[config.mk]
export PLATFORM = sky130hd
export DESIGN_NAME = ltbt_band_calc
export DESIGN_NICKNAME = d
export VERILOG_FILES = /design/src/ltbt_pkg.sv /design/src/ltbt_band_calc.sv
export SDC_FILE = /design/constraint.sdc
export NUM_CORES = 2
export LEC_CHECK = 0
export ABC_AREA = 1
export BUFFER_PORTS_ARGS = -buffer_cell sky130_fd_sc_hd__clkbuf_2
export CORE_MARGIN = 1.5
export CORE_UTILIZATION = 35
export CTS_BUF_LIST = sky130_fd_sc_hd__clkbuf_8
export DETAILED_ROUTE_END_ITERATION = 6
export PLACE_DENSITY_LB_ADDON = 0.15
export SLEW_MARGIN = 5
export SYNTH_ARGS = -nofsm -noshare
export SYNTH_HDL_FRONTEND = slang
export SYNTH_SLANG_ARGS = --single-unit
[constraint.sdc]
create_clock -name clk -period 13.7 [get_ports clk]
set_input_delay 0.685 -clock clk [delete_from_list [all_inputs] [get_ports clk]]
set_output_delay 0.685 -clock clk [all_outputs]
set_load 0.1 [all_outputs]
[src/ltbt_pkg.sv]
// ----------------------------------------------------------------------------
// ltbt_pkg
// Shared types and constants of the lagged trailing band tracker: field widths,
// configuration register indexes and their reset values, and the per-series
// band state word.
// ----------------------------------------------------------------------------
package ltbt_pkg;

  localparam int SERIES_W = 6;
  localparam int CLOSE_W  = 32;
  localparam int WINDOW_W = 6;
  localparam int BAND_W   = 16;

  localparam int TDATA_IN_W  = 40;
  localparam int TDATA_OUT_W = 40;

  localparam int CFG_IDX_W  = 1;
  localparam int CFG_DATA_W = 16;

  localparam logic [CFG_IDX_W-1:0] CFG_WINDOW_DAYS   = 1'b0;
  localparam logic [CFG_IDX_W-1:0] CFG_BAND_FRACTION = 1'b1;

  localparam logic [WINDOW_W-1:0] WINDOW_RESET = 6'd15;
  localparam logic [BAND_W-1:0]   BAND_RESET   = 16'd2621;

  localparam int PROD_W = CLOSE_W + BAND_W + 1;

  typedef struct packed {
    logic               track;
    logic               sold;
    logic [CLOSE_W-1:0] ref_level;
  } band_state_t;

endpackage

[src/ltbt_band_calc.sv]
// ----------------------------------------------------------------------------
// ltbt_band_calc
// Scales the lagged close by one plus and one minus the band fraction, with
// one register stage after the multipliers, and works out the next band state
// of a series from its current state and the new close.
// ----------------------------------------------------------------------------
module ltbt_band_calc (
  input  logic                                clk,
  input  logic                                advance,
  input  logic [ltbt_pkg::CLOSE_W-1:0]        lagged_close,
  input  logic [ltbt_pkg::BAND_W-1:0]         band_fraction,
  input  logic [ltbt_pkg::CLOSE_W-1:0]        close_price,
  input  logic                                below_lagged,
  input  ltbt_pkg::band_state_t               state_cur,
  output ltbt_pkg::band_state_t               state_next
);

  localparam int PW = ltbt_pkg::PROD_W;
  localparam int CW = ltbt_pkg::CLOSE_W;
  localparam int BW = ltbt_pkg::BAND_W;

  logic [BW:0]   up_mult;
  logic [BW:0]   down_mult;
  logic [PW-1:0] prod_up;
  logic [PW-1:0] prod_down;
  logic [CW-1:0] up_level;
  logic [CW-1:0] down_level;

  assign up_mult   = {1'b1, {BW{1'b0}}} + {1'b0, band_fraction};
  assign down_mult = {1'b1, {BW{1'b0}}} - {1'b0, band_fraction};

  always_ff @(posedge clk) begin
    if (advance) begin
      prod_up   <= {{(PW-CW){1'b0}}, lagged_close} * {{(PW-BW-1){1'b0}}, up_mult};
      prod_down <= {{(PW-CW){1'b0}}, lagged_close} * {{(PW-BW-1){1'b0}}, down_mult};
    end
  end

  assign up_level   = prod_up[PW-1] ? {CW{1'b1}} : prod_up[PW-2:BW];
  assign down_level = prod_down[PW-2:BW];

  always_comb begin
    state_next = state_cur;
    priority if (!state_cur.track) begin
      state_next.track     = 1'b1;
      state_next.sold      = below_lagged;
      state_next.ref_level = below_lagged ? up_level : down_level;
    end else if (state_cur.sold) begin
      if (close_price > state_cur.ref_level) begin
        state_next.sold      = 1'b0;
        state_next.ref_level = down_level;
      end else if (up_level < state_cur.ref_level) begin
        state_next.ref_level = up_level;
      end
    end else begin
      if (close_price < state_cur.ref_level) begin
        state_next.sold      = 1'b1;
        state_next.ref_level = up_level;
      end else if (down_level > state_cur.ref_level) begin
        state_next.ref_level = down_level;
      end
    end
  end

endmodule

==> results.md <==
- The flow ran to the end, and the final reports show no timing, DRC or antenna violations.
- The share of the clock period used by the worst path is roughly 63%.
- The mean area per synthesized cell is 7.48 um2.
- The clock edge transition at the registers on the reported setup and hold paths is 0.08 ns.
- At the worst endpoint, the arrival time is 8.82 ns.
- The detail route stage leaves a number of antenna-violating nets equal to 0.
- During placement, the flow inserted port buffers numbering about 150.
- The longest clock path from root to sink contains 2 buffers.
- The die covers 122000 um2.
- The number of gates resized after CTS is 0.
- The maximum number of pins on one net before global-route repair is 69.
- Detailed routing inserted a total of ~35k vias.
- The area added between synthesis and finish is 5.62%.
- The number of top-level pins is roughly 150.
- In this run the worst path has a maximum fanout of 32.
- Derived from the worst setup path, the maximum achievable clock frequency is approximately 0.12 GHz.
- The hold violation count in the final report is 0.
- In the synthesized netlist the dominant register cell turns out to be edfxtp_1.
- The largest single stage delay on the critical path is 0.78 ns.
- The share of post-route cells with drive strength above 1 is 5.45%.
- In the routed design, unresolved DRC markers number 0.
- The initial antenna violation count is 3.
- The clock tree from TritonCTS is built.
- Synthesis produced a netlist with a net count of 6968.
- The clock sink count is 65.
- In this run the clock root is driven by a clkbuf_8.
- The setup-violating endpoint count in the final report is 0.
- The post-synth design cell area is 42000 um2.
- The global router's overall resource usage is 24.9%.
- The post-route setup TNS is 0 ns.
- The floorplan step set the die width to 350 um.
- Setup repair after global routing left no endpoint under its margin.
- The congestion estimate from routability-driven global placement came to 0.947.
- The area of the core region is 119000 um2.
- The via count of the first global-routing pass is 37.1k.
- The max-slew violation count is 0.
- The post-synthesis register bit count is 65.
- STA puts the critical path data required time at 13.83 ns.
- The number of distinct library cells after synthesis is 48.
- The setup path with the least slack is of type primary input to flop.
- The number of clock buffers inserted by TritonCTS is 9.
- The cell with the most instances after synthesis is inv_1.
- Synthesis handed over a netlist of 5624 instances.
- The worst hold path belongs to the class primary input to flop.
- The cell type contributing the most total cell area after synthesis is fa_1.
- The net count reported at finish is 6936.
- The number of iterations in the first detailed-routing pass is 7.
- After clock tree synthesis, the flow added hold-fix buffers numbering 0.
- The layout has 12.6k filler cells.
- After detailed routing, the number of vias per cell comes to approximately 5.
- The starting utilization of the core area is 35.5%.
- For this block, the initial DRC count from the detailed router was 2667.
- Counting flops with an async set or reset pin after synthesis yields a share of 0%.
- The tool flagged a number of max-cap violations equal to 0.
- Summed over all layers, the global routing overflow is 0.
- The H-tree generated during clock tree synthesis spans 3 levels.
- The HPWL after detailed placement is ~120000 um.
- The first-pass GRT wire length is 229000 um.
- The number of setup buffers added after CTS is 0.
- The post-route minimum period is 8.69 ns.
- For the pin with the worst max-slew slack, the measured transition is 1.21 ns.
- The relative max-transition margin is between 10% and 20%.
- The slowest stage of the critical path is the nand2_1 cell.
- The average wire per cell in the routed design is 20.8 um.
- For this run, the share of the core covered by cells in the final layout is 37.5%.
- Counting flops with a built-in enable in the synthesized netlist gives 65.
- STA classifies the critical path startpoint as a primary input.
- By count the netlist is led by 1527 x inv_1, 1436 x nand2_1, 893 x fa_1.
- Wires add up to between 100000 and 150000 um.
- The die is around 350 um tall.
- By area the synthesized netlist is led by fa_1 43%, inv_1 14%, nand2_1 13%.
- The proportion of netlist area held by the largest area contributor is a little over two fifths.
- The share of the yosys chip area belonging to registers is 4.64%.
- The worst hold margin is 1.03 ns.
- The type of destination of the critical path is a flop.
- The row count is 126.
- During synthesis, Yosys emitted a total of 0 warnings.
## metal layers
metal	vias up	global-route usage [%]	wire length (um)
met5	-	0	0
met4	0	8.36	5360
met3	159	3.15	10100
met2	1205	40.3	67500
met1	17712	34.5	66700
li1	16227	-	-
## state kept, by name, indices dropped and copies added (netlist names)
name       count
prod_up       33
prod_down     32
## kinds of logic (layout without fill, tap and decap cells)
| group | after synthesis | count (layout) | synth area share, % |
|---|---|---|---|
| other | 1 | 3 | 0.00892 |
| XOR/XNOR | 63 | 63 | 1.31 |
| AND/OR/NAND/NOR | 2080 | 2080 | 20.0 |
| flip-flops | 65 | 65 | 4.64 |
| AO/OA/AOI/OAI | 392 | 392 | 5.30 |
| buffers and inverters | 1796 | 1769 | 16.3 |
| adder cells (fa/ha/maj) | 1227 | 1227 | 52.5 |
## final cells by class
type                       count  area (um2)  area share (%)
inverter                    1546        5800            13.1
sequential                    65        1950            4.39
clock inverter                 7        82.6           0.186
tap                         1600        2000            4.51
clock buffer                   9         124           0.279
multi-input combinational   3763       33300            74.9
antenna                        2        5.00          0.0113
timing repair buffer         207        1180            2.66
## worst max-delay path, delay by kind of cell
kind | cells | cell delay (ns)
AO/OA/AOI/OAI | 2 | 0.39
adder cells (fa/ha/maj) | 8 | 3.42
buffers and inverters | 8 | 1.65
AND/OR/NAND/NOR | 13 | 2.60
## cells in the final DEF, fill, tap and decap left out, drive strengths merged, types with 4 or more instances in the layout
| cell type | n |
|---|---|
| or2 | 34 |
| xnor2 | 24 |
| nor4 | 8 |
| nand4 | 21 |
| and3 | 4 |
| xor2 | 39 |
| fa | 893 |
| nor2 | 330 |
| o21bai | 13 |
| o21ai | 122 |
| a21boi | 6 |
| nand2 | 1438 |
| nor3 | 22 |
| ha | 334 |
| nand3 | 221 |
| inv | 1537 |
| a22oi | 32 |
| buf | 58 |
| edfxtp | 65 |
| a31oi | 18 |
| clkbuf | 158 |
| clkinv | 13 |
| o21a | 10 |
| a21o | 19 |
| a21oi | 160 |
## path summary, 6_finish.rpt
path	slack, ns	to	from	depth (start not counted)
worst min-delay path	1.03	prod_down[44]	advance	2
worst max-delay path	5.01	prod_down[40]	band_fraction[0]	31
## per-stage QoR
| step | instance area, um2 | std cells | worst slack, ns |
|---|---|---|---|
| finish | 44400 | 7199 | 5.01 |
| global route | 44400 | 7199 | 4.52 |
| CTS | 44400 | 7197 | 5.06 |
| detailed placement | 44200 | 7181 | 4.66 |
| global placement | 44200 | 7181 | 4.93 |
| floorplan | 42000 | 5624 | 6.59 |
Power is not shown: default switching activity piles up to over one toggle a cycle in this logic, so the estimate is an artifact.
